**src/rtl/usm_pkg.sv**
```systemverilog
package usm_pkg;

	// fixed field widths
	localparam int PIX_W = 16;
	localparam int POS_W = 11;
	localparam int SPOS_W = 13;
	localparam int ACC_W = 36;
	localparam int PROD_W = 32;
	localparam int NTAP = 9;
	localparam int TAP_W = 4;
	localparam int NCOEF = 5;

	// register indexes
	localparam logic [2:0] REG_COEF_CENTER = 3'd0;
	localparam logic [2:0] REG_COEF_ONE = 3'd1;
	localparam logic [2:0] REG_COEF_TWO = 3'd2;
	localparam logic [2:0] REG_COEF_THREE = 3'd3;
	localparam logic [2:0] REG_COEF_FOUR = 3'd4;
	localparam logic [2:0] REG_FRAME_WIDTH = 3'd5;
	localparam logic [2:0] REG_FRAME_HEIGHT = 3'd6;

	// register reset values
	localparam logic [15:0] RST_COEF_CENTER = 16'd17468;
	localparam logic [15:0] RST_COEF_ONE = 16'd13989;
	localparam logic [15:0] RST_COEF_TWO = 16'd7182;
	localparam logic [15:0] RST_COEF_THREE = 16'd2364;
	localparam logic [15:0] RST_COEF_FOUR = 16'd499;
	localparam logic [10:0] RST_FRAME_WIDTH = 11'd1920;
	localparam logic [10:0] RST_FRAME_HEIGHT = 11'd1080;

	typedef logic [NCOEF-1:0][PIX_W-1:0] coef_arr_t;

	typedef enum logic [3:0] {
		ST_IDLE,
		ST_MOD,
		ST_WR,
		ST_ADV,
		ST_PIX,
		ST_COL,
		ST_RD,
		ST_MUL,
		ST_ACC,
		ST_VRND,
		ST_HMUL,
		ST_HACC,
		ST_FIN,
		ST_OUT,
		ST_WAIT
	} state_t;

	typedef struct packed {
		logic load;
		logic mod;
		logic wr;
		logic adv;
		logic pix_init;
		logic col_init;
		logic rd;
		logic mul;
		logic vacc;
		logic vrnd;
		logic hmul;
		logic hacc;
		logic fin;
		logic emit;
		logic step;
	} cmd_t;

	typedef struct packed {
		logic has_out;
		logic j_last;
		logic k_last;
		logic pix_last;
	} sts_t;

	// row mod 9 by reciprocal multiply; exact for any 11-bit row
	function automatic logic [3:0] mod9(input logic [POS_W-1:0] v);
		logic [23:0] prod;
		logic [POS_W-1:0] q;
		logic [POS_W-1:0] rem;
		prod = 24'(v) * 24'd7282;
		q = prod[16 +: POS_W];
		rem = v - POS_W'(q * POS_W'(9));
		return rem[3:0];
	endfunction

	// round half up, drop 16 fraction bits, saturate
	function automatic logic [PIX_W-1:0] round_sat(input logic [ACC_W-1:0] acc);
		logic [ACC_W:0] s;
		s = {1'b0, acc} + (ACC_W+1)'(32768);
		if (s[ACC_W:32] != '0)
			return '1;
		return s[31:16];
	endfunction

	// weight of a tap by its distance from the center
	function automatic logic [PIX_W-1:0] tap_weight(input coef_arr_t c, input logic [TAP_W-1:0] t);
		logic [TAP_W-1:0] d;
		d = (t < TAP_W'(4)) ? TAP_W'(4) - t : t - TAP_W'(4);
		return c[d[2:0]];
	endfunction

endpackage

```
**src/rtl/usm_ctrl.sv**
```systemverilog
module usm_ctrl
	import usm_pkg::*;
(
	input  logic   clk,
	input  logic   arst_n,
	input  logic   in_valid,
	input  logic   out_stall,
	input  sts_t   sts,
	output logic   in_stall,
	output cmd_t   cmd
);

	state_t state_q;
	state_t state_d;

	// state register
	always_ff @(posedge clk or negedge arst_n) begin
		if (!arst_n)
			state_q <= ST_IDLE;
		else
			state_q <= state_d;
	end

	// next state and commands
	always_comb begin
		state_d = state_q;
		cmd = '0;
		in_stall = 1'b1;
		unique case (state_q)
			ST_IDLE: begin
				in_stall = 1'b0;
				if (in_valid) begin
					cmd.load = 1'b1;
					state_d = ST_MOD;
				end
			end
			ST_MOD: begin
				cmd.mod = 1'b1;
				state_d = ST_WR;
			end
			ST_WR: begin
				cmd.wr = 1'b1;
				state_d = sts.has_out ? ST_PIX : ST_ADV;
			end
			ST_ADV: begin
				cmd.adv = 1'b1;
				state_d = ST_IDLE;
			end
			ST_PIX: begin
				cmd.pix_init = 1'b1;
				state_d = ST_COL;
			end
			ST_COL: begin
				cmd.col_init = 1'b1;
				state_d = ST_RD;
			end
			ST_RD: begin
				cmd.rd = 1'b1;
				state_d = ST_MUL;
			end
			ST_MUL: begin
				cmd.mul = 1'b1;
				state_d = ST_ACC;
			end
			ST_ACC: begin
				cmd.vacc = 1'b1;
				state_d = sts.j_last ? ST_VRND : ST_RD;
			end
			ST_VRND: begin
				cmd.vrnd = 1'b1;
				state_d = ST_HMUL;
			end
			ST_HMUL: begin
				cmd.hmul = 1'b1;
				state_d = ST_HACC;
			end
			ST_HACC: begin
				cmd.hacc = 1'b1;
				state_d = sts.k_last ? ST_FIN : ST_COL;
			end
			ST_FIN: begin
				cmd.fin = 1'b1;
				state_d = ST_OUT;
			end
			ST_OUT: begin
				cmd.emit = 1'b1;
				state_d = ST_WAIT;
			end
			ST_WAIT: begin
				if (!out_stall) begin
					cmd.step = 1'b1;
					state_d = sts.pix_last ? ST_ADV : ST_PIX;
				end
			end
			default: state_d = ST_IDLE;
		endcase
	end

endmodule

```
**config.mk**
```make
export PLATFORM = sky130hd
export DESIGN_NAME = usm_ctrl
export DESIGN_NICKNAME = d
export VERILOG_FILES = /design/src/rtl/usm_pkg.sv /design/src/rtl/usm_ctrl.sv
export SDC_FILE = /design/constraint.sdc
export NUM_CORES = 1
export LEC_CHECK = 0
export ABC_AREA = 1
export BUFFER_PORTS_ARGS = -buffer_cell sky130_fd_sc_hd__clkbuf_2
export CAP_MARGIN = 10
export CORE_AREA = 2 2 39 41
export DETAILED_ROUTE_END_ITERATION = 10
export DIE_AREA = 0 0 41 43
export GPL_TIMING_DRIVEN = 0
export SYNTH_ARGS = -nofsm -noshare
export SYNTH_HDL_FRONTEND = slang
export SYNTH_SLANG_ARGS = --single-unit
```
**constraint.sdc**
```tcl
create_clock -name clk -period 2.55 [get_ports clk]
set_input_delay 0.3825 -clock clk [delete_from_list [all_inputs] [get_ports clk]]
set_output_delay 0.3825 -clock clk [all_outputs]
set_load 0.01 [all_outputs]
```
==> results of run 1 <==
==> path summary, 6_finish.rpt <==
check                           depth (start not counted)                      to  slack (ns)                   start
min in group asynchronous                               2  state_q[3]$_DFFE_PN0P_        0.49                  arst_n
worst min-delay path                                    3  state_q[3]$_DFFE_PN0P_        0.44               out_stall
worst max-delay path                                    4                 cmd[13]        0.87  state_q[2]$_DFFE_PN0P_
worst min register to register                          3  state_q[3]$_DFFE_PN0P_        0.74  state_q[0]$_DFFE_PN0P_
max in group asynchronous                               2  state_q[0]$_DFFE_PN0P_        1.94                  arst_n
worst max register to register                          6  state_q[2]$_DFFE_PN0P_        1.20  state_q[2]$_DFFE_PN0P_
==> cell families after synthesis <==
| group | count (synthesis) | share of synthesized area |
|---|---|---|
| buffers and inverters | 16 | 0.140 |
| flip-flops | 4 | 0.234 |
| AO/OA/AOI/OAI | 5 | 0.0585 |
| AND/OR/NAND/NOR | 57 | 0.567 |
==> layout make-up <==
cell class              count  area (um2)
multi-input cells          62         268
fillers                   169         788
repair buffers             24         125
inverters                  16        60.1
flip-flops and latches      4         100
clock buffers               3        22.5
well taps                  16        20.0
==> what timing repair did <==
| action | 4_1_cts | 5_1_grt |
|---|---|---|
| hold endpoints to repair | 4 | 0 |
| endpoints found under the setup margin | 0 | 0 |
| hold buffers | 1 | 0 |
==> critical path, cell delays in order (launching register included) <==
cell      delay [ns]
dfrtp_1         0.43
nor2_1          0.27
inv_1           0.12
nor2_1          0.11
clkbuf_2        0.14
==> metal layers <==
| metal | global-route usage | vias up | share of wire |
|---|---|---|---|
| li1 | - | 302 | - |
| met1 | 0.177 | 246 | 0.45 |
| met2 | 0.206 | 16 | 0.49 |
| met3 | 0.0314 | 0 | 0.062 |
| met4 | 0.0600 | 0 | 0 |
| met5 | 0 | - | 0 |
==> where the power goes <==
group / switching (mW) / leakage [nW] / internal (mW) / total, mW
logic: 0.258 / 0.342 / 0.136 / 0.395
registers: 0.0483 / 0.0516 / 0.0933 / 0.142
clock network: 0.0251 / 0.0138 / 0.0526 / 0.0777
==> layout by cell type, fill, tap and decap left out <==
| cell | n |
|---|---|
| nand3_1 | 5 |
| clkbuf_4 | 3 |
| a21oi_1 | 2 |
| inv_1 | 15 |
| o21ai_0 | 3 |
| nand3_2 | 1 |
| nand4_1 | 1 |
| nor2_1 | 21 |
| nor2_2 | 1 |
| nor3_1 | 3 |
| dlygate4sd3_1 | 1 |
| dfrtp_1 | 4 |
| clkbuf_2 | 23 |
| inv_2 | 1 |
| nand2_1 | 24 |
| nor2_4 | 1 |
==> per-stage QoR <==
| stage | instance area, um2 | instances | util |
|---|---|---|---|
| 2_1_floorplan | 428 | 82 | - |
| 3_3_place_gp | 563 | 121 | 0.407 |
| 3_5_place_dp | 563 | 121 | 0.407 |
| 4_1_cts | 596 | 125 | 0.430 |
| 5_1_grt | 596 | 125 | 0.430 |
| 6_report | 596 | 125 | 0.430 |
==> qor.csv, run 1 <==
metric;value;unit
cp_max_fo;6;
ant_nets;0;
drt_iter0_markers;26;
drc;0;
grt_pass1_vias;448;
grt_pass1_wl;1640;um
final.setup.tns;0;ns
totalWireLength;1120;um
syn_inst;82;
ctsResizeCount;0;
powerDensity;1030;nW/um2
yosysWarnings;0;
synthDistinctLibCells;13;
via_count;564;
required;2.17;ns
io_pins;24;
async_flop_share;1.00;
hold_viol;0;
clock-sinks;4;
synth_area;428;um2
synth_top_area_frac;0.234;
synth_top_flop_cell;dfrtp_1;
ys_top_cells_by_count;24 x nand2_1, 21 x nor2_1, 15 x inv_1;
path_class;reg -> out;
postCtsSetupBuffers;0;
syn_avg_cell_area;5.22;um2
grt_max_degree;8;
gp_congestion;0.789;
syn_to_final_growth;39.2;%
routed_via_density;4.51;
cts_buffers;3;
setup_viol;0;
clock_skew;0.00205;ns
ir_drop;0.407;mV
antennaDiodeCount;0;
tightest_slew;0.278;ns
cts_tree;done;
rsz0062_at_grt;no;
hp-class;in -> reg;
clock_latency;0.23;ns
period_needed;1.68;ns
post-place-ws;1.10;ns
die_area;1760;um2
leakage;0.407;nW
htree_levels;1;
die_w;41;um
status;finished clean;
cp-end-kind;output pin;
routedWlPerCell;8.95;um
initial_utilization;0.309;
p_total;0.614;mW
std_cell_rows;14;
synthTopCellsByArea;dfrtp_1 23%, nand2_1 21%, nor2_1 18%;
nets;119;
ys_seq_area_frac;0.234;
grt_usage;0.136;
slew_headroom;0.814;
maxCapViolCount;0;
clk_root_buffer_cell;clkbuf_4;
synth_edf_count;0;
hold_ws;0.439;ns
antenna_found_initial;0;
reg_top3;state_q x4;
drtPass1Iterations;4;
drv_slew;0;
critical_path_arrival;1.30;ns
clockBufferDepth;2;
startpoint_type;flip-flop;
fmax;0.594;GHz
numPortBuffers;23;
synth-seq-cells;4;
synth_most_common_cell;nand2_1;
die_h;43;um
hpwl;970;um
synth_top_area_cell;dfrtp_1;
synth_nets;90;
design.core.area;1380;um2
cts.clk_slew.worst_paths;0.04;ns
gr-total-overflow;0;
regMostFlops;state_q;
largest_reg_flops;4;
fin_crit_sh;0.660;
layout-drive-gt1-share;0.275;
finalWorstSetupSlack;0.866;ns
Note: power is estimated with default switching activity, not from simulation.
==> run 2, diff against run 1 <==
==> constraint.sdc (replaced) <==
create_clock -name clk -period 1.4 [get_ports clk]
set_input_delay 0.21 -clock clk [delete_from_list [all_inputs] [get_ports clk]]
set_output_delay 0.21 -clock clk [all_outputs]
set_load 0.01 [all_outputs]
==> qor.csv, run 2 (synthesis results as in run 1) <==
metric;value;unit;change
drv_slew;0;;unchanged
drt_iter0_markers;6;;was 26
routedWlPerCell;8.95;um;about the same
clock-sinks;4;;unchanged
p_total;1.36;mW;was 0.614 mW
cp-end-kind;output pin;;unchanged
io_pins;24;;unchanged
routed_via_density;4.52;;was 4.51
hp-class;in -> reg;;unchanged
layout_commonest_cell;nand2_1;;unchanged
design.core.area;1380;um2;unchanged
regMostFlops;state_q;;unchanged
intPower;0.655;mW;was 0.282 mW
final.setup.tns;0;ns;unchanged
period_needed;1.37;ns;
cts.clk_slew.worst_paths;0.04;ns;about the same
status;finished clean;;unchanged
drc;0;;unchanged
cp-endpoint;cmd[6];;was cmd[13]
seq_power_share;0.223;;was 0.231
sw_frac_of_total;0.518;;was 0.540
via_count;592;;was 564
largest_reg_flops;4;;unchanged
die_w;41;um;unchanged
numPortBuffers;23;;unchanged
gr-total-overflow;0;;unchanged
cts_buffers;3;;unchanged
p_clk_frac;0.104;;was 0.127
layout_common_cells;20 x nand2_1, 17 x nor2_1, 17 x clkbuf_2;;was 24 x nand2_1, 23 x clkbuf_2, 21 x nor2_1
std_cell_rows;14;;unchanged
clock_latency;0.23;ns;about the same
totalWireLength;1170;um;was 1120 um
clk_root_buffer_cell;clkbuf_4;;unchanged
tightest_slew;0.215;ns;was 0.278 ns
powerDensity;2000;nW/um2;was 1030 nW/um2
cp_max_fo;6;;unchanged
syn_to_final_growth;58.5;%;was 39.2%
initial_utilization;0.309;;unchanged
p_comb_frac;0.673;;was 0.643
path_class;reg -> out;;unchanged
maxCapViolCount;0;;unchanged
clockBufferDepth;2;;unchanged
reg2reg_from;state_q[1]$_DFFE_PN0P_;;was state_q[2]$_DFFE_PN0P_
htree_levels;1;;unchanged
crit_start;state_q[1]$_DFFE_PN0P_;;was state_q[2]$_DFFE_PN0P_
leakage;0.433;nW;was 0.407 nW
reg2reg_to;state_q[2]$_DFFE_PN0P_;;unchanged
rsz0062_at_grt;yes;;was no
gp_congestion;0.789;;unchanged
grt_max_degree;7;;was 8
startpoint_type;flip-flop;;unchanged
setup_viol;0;;unchanged
fmax;0.731;GHz;
grt_pass1_vias;461;;was 448
antennaDiodeCount;0;;unchanged
grt_pass1_wl;1670;um;was 1640 um
layout-drive-gt1-share;0.478;;was 0.275
die_h;43;um;unchanged
drtPass1Iterations;4;;unchanged
design_area;678;um2;was 596 um2
reg_top3;state_q x4;;unchanged
r2r.worst_path.cells;8;;was 6
antenna_found_initial;0;;unchanged
die_area;1760;um2;unchanged
rrSetupSlack;0.11;ns;was 1.20 ns
hold_viol;0;;unchanged
nets;125;;was 119
slew_headroom;0.855;;was 0.814
placed_area;563;um2;unchanged
ant_nets;0;;unchanged
grt_usage;0.139;;was 0.136
ir_drop;0.844;mV;was 0.407 mV
hpwl;970;um;unchanged
cts_tree;done;;unchanged
critical_path_arrival;1.16;ns;was 1.30 ns
p_sw;0.704;mW;was 0.332 mW
clock_skew;0.00210;ns;was 0.00205 ns
fin_crit_sh;0.977;;
required;1.19;ns;was 2.17 ns
run 2: what timing repair did:
action	CTS	global route
cloned	0	0
buffers inserted	2	4
endpoints found under the hold margin	4	0
pin swaps	3	3
endpoints found under the setup margin	12	14
gates resized for setup	13	15
hold buffers	1	0
run 2: through the flow:
stage / util / setup slack, ns / instances / hold slack, ns
6_report: 0.490 / 0.0318 / 131 / 0.265
5_1_grt: 0.490 / -0.0326 / 131 / 0.279
4_1_cts: 0.461 / 0.00690 / 127 / 0.262
3_5_place_dp: 0.407 / 0.0362 / 121 / 0.0203
3_3_place_gp: 0.407 / 0.0341 / 121 / 0.0165
2_1_floorplan: - / 0.163 / 82 / -0.0856
run 2: how the worst min path moves through the flow:
| stage | from | end | cells after the start |
|---|---|---|---|
| finish | out_stall | state_q[3]$_DFFE_PN0P_ | 3 |
| global route | out_stall | state_q[1]$_DFFE_PN0P_ | 3 |
| CTS | out_stall | state_q[3]$_DFFE_PN0P_ | 3 |
| detailed placement | arst_n | state_q[3]$_DFFE_PN0P_ | 1 |
| floorplan | arst_n | state_q[0]$_DFFE_PN0P_ | 0 |
| global placement | arst_n | state_q[2]$_DFFE_PN0P_ | 1 |
run 2: worst max-delay path: stages, from the launching register on:
cell and delay, ns:
dfrtp_2 0.45, nor2_4 0.18, inv_4 0.07, nor2_2 0.09, clkbuf_2 0.14
run 2: layout make-up:
class                           count  area [um2]
Timing Repair Buffer               30         170
Fill cell                         160         706
Tap cell                           16        20.0
Multi-Input combinational cell     62         298
Sequential cell                     4         105
Clock buffer                        3        22.5
Inverter                           16        62.6
run 2: per-layer routing:
layer  GRT usage  wire length (um)  vias up
met2       0.216               576       12
met3      0.0314                45        0
li1            -                 -      318
met5           0                 0        -
met4      0.0600                 0        0
met1       0.177               550      262
run 2: power by group through the flow:
stage / clock, mW / sequential (mW) / combinational, mW
2_1_floorplan: 0 / 0.237 / 0.513
3_3_place_gp: 0 / 0.258 / 0.717
3_5_place_dp: 0 / 0.258 / 0.724
4_1_cts: 0.147 / 0.294 / 0.809
5_1_grt: 0.151 / 0.314 / 1.01
6_report: 0.142 / 0.303 / 0.914
==> run 3, diff against run 2 <==
--- a/config.mk
+++ b/config.mk
@@ -12,6 +12,7 @@
 export DETAILED_ROUTE_END_ITERATION = 10
 export DIE_AREA = 0 0 41 43
 export GPL_TIMING_DRIVEN = 0
+export PLACE_DENSITY_LB_ADDON = 0.2
 export SYNTH_ARGS = -nofsm -noshare
 export SYNTH_HDL_FRONTEND = slang
 export SYNTH_SLANG_ARGS = --single-unit
==> qor.csv, run 3 (synthesis results as in run 1) <==
metric;value;unit;change
syn_to_final_growth;69.3;%;was 58.5%
routedWlPerCell;10.3;um;was 8.95 um
cp_max_fo;6;;unchanged
min_to;state_q[2]$_DFFE_PN0P_;;was state_q[3]$_DFFE_PN0P_
cp-end-kind;output pin;;unchanged
final_cell_count_no_fill;133;;was 131
critical-path-top-delay-family;flip-flops;;unchanged
regMostFlops;state_q;;unchanged
hp-class;in -> reg;;unchanged
std_cell_rows;14;;unchanged
grt_max_degree;7;;unchanged
status;finished with violations;;was finished clean
cts_buffers;3;;unchanged
leakage;0.453;nW;was 0.433 nW
design_area;724;um2;was 678 um2
required;1.19;ns;about the same
reg2reg_from;state_q[1]$_DFFE_PN0P_;;unchanged
die_w;41;um;unchanged
powerDensity;1960;nW/um2;was 2000 nW/um2
path_class;reg -> out;;unchanged
final_core_util;0.524;;was 0.490
drc;0;;unchanged
hold_viol;0;;unchanged
hold_ws;0.269;ns;was 0.265 ns
cpPeakStageDelay;0.47;ns;was 0.45 ns
via_count;608;;was 592
die_h;43;um;unchanged
numPortBuffers;23;;unchanged
fin_crit_sh;1.01;;was 0.977
hp-start;out_stall;;unchanged
io_pins;24;;unchanged
design.core.area;1380;um2;unchanged
crit_slowest_cell;dfrtp_2;;unchanged
finalWorstSetupSlack;-0.0170;ns;was 0.0318 ns
maxCapViolCount;0;;unchanged
cts_tree;done;;unchanged
largest_reg_flops;4;;unchanged
startpoint_type;flip-flop;;unchanged
cts.clk_slew.worst_paths;0.04;ns;about the same
slew_headroom;0.872;;was 0.855
layout-drive-gt1-share;0.496;;was 0.478
clock_latency;0.24;ns;was 0.23 ns
fmax;0.706;GHz;was 0.731 GHz
antenna_found_initial;0;;unchanged
totalWireLength;1360;um;was 1170 um
drt_iter0_markers;5;;was 6
clk_root_buffer_cell;clkbuf_4;;unchanged
crit_chain;nor2_4 > inv_2 > nor2_2 > buf_2;;was nor2_4 > inv_4 > nor2_2 > clkbuf_2
tightest_slew;0.190;ns;was 0.215 ns
ir_drop;1.01;mV;was 0.844 mV
rsz0062_at_grt;yes;;unchanged
clock-sinks;4;;unchanged
hpwl;943;um;was 970 um
grt_pass1_wl;2020;um;was 1670 um
placed_cells;121;;unchanged
htree_levels;1;;unchanged
antennaDiodeCount;0;;unchanged
hold-path-cell-count;3;;unchanged
critical_path_arrival;1.21;ns;was 1.16 ns
placed_area;563;um2;unchanged
ant_nets;0;;unchanged
routed_via_density;4.57;;was 4.52
fillCellCount;158;;was 160
period_needed;1.42;ns;was 1.37 ns
gp_congestion;0.811;;was 0.789
setup_viol;3;;was 0
grt_usage;0.169;;was 0.139
violations;negative setup slack;;
crit_buf_inv;2;;unchanged
layout_commonest_cell;nand2_1;;unchanged
crit_start;state_q[1]$_DFFE_PN0P_;;unchanged
initial_utilization;0.309;;unchanged
clockBufferDepth;2;;unchanged
gr-total-overflow;0;;unchanged
die_area;1760;um2;unchanged
reg_top3;state_q x4;;unchanged
drtPass1Iterations;4;;unchanged
r2r.worst_path.cells;10;;was 8
clock_skew;0.000279;ns;was 0.00210 ns
drv_slew;0;;unchanged
layout_common_cells;18 x nand2_1, 16 x nor2_1, 14 x clkbuf_2;;was 20 x nand2_1, 17 x nor2_1, 17 x clkbuf_2
grt_pass1_vias;517;;was 461
nets;127;;was 125
rrSetupSlack;0.05;ns;was 0.11 ns
reg2reg_to;state_q[1]$_DFFE_PN0P_;;was state_q[2]$_DFFE_PN0P_
[run 3: area by class of cell]
type	instances	area [um2]	area share
clock buffers	3	22.5	0.0311
inverters	16	60.1	0.0829
multi-input cells	62	320	0.442
flip-flops and latches	4	105	0.145
well taps	16	20.0	0.0276
repair buffers	32	196	0.271
[run 3: worst register-to-register path: stages (launching register included)]
cell and delay (ns):
dfrtp_2 0.47, inv_2 0.11, nor2_4 0.05, buf_6 0.12, buf_6 0.11, nand3_2 0.05
nand2_2 0.06, nor2_1 0.10, nand2_1 0.06, nand2_1 0.06, nand2_1 0.04
[run 3: repair_timing]
item,in CTS,in global routing
setup buffers,3,5
endpoints found under the hold margin,4,0
pin swaps,1,12
gates resized for setup,11,25
hold buffers,1,0
endpoints found under the setup margin,14,19
[run 3: report_power, final]
group	internal, mW	switching [mW]	total (mW)
registers	0.180	0.129	0.309
clock network	0.0959	0.0482	0.144
logic	0.410	0.553	0.963
total	0.686	0.730	1.42
[run 3: stage by stage]
step	power (mW)	TNS (ns)	setup slack, ns
detailed placement	0.975	-0.0202	-0.0110
CTS	1.25	0	0.00117
global route	1.56	-0.667	-0.102
finish	1.42	-0.0278	-0.0170
floorplan	0.750	0	0.163
global placement	0.975	-0.0249	-0.0142
[run 3: worst max path at each step]
stage,to,slack [ns],cells after the start
6_report,cmd[6],-0.02,4
3_3_place_gp,state_q[1]$_DFFE_PN0P_,-0.01,6
5_1_grt,cmd[1],-0.10,5
3_5_place_dp,state_q[2]$_DFFE_PN0P_,-0.01,6
4_1_cts,cmd[5],0.001,4
2_1_floorplan,state_q[1]$_DFFE_PN0P_,0.16,6
[run 3: metal layers]
metal / share of wire / vias to the layer above / track usage
met3: 0.045 / 2 / 0.0157
li1: - / 320 / -
met4: 0.013 / 0 / 0.100
met5: 0 / - / 0
met2: 0.54 / 14 / 0.263
met1: 0.40 / 272 / 0.213
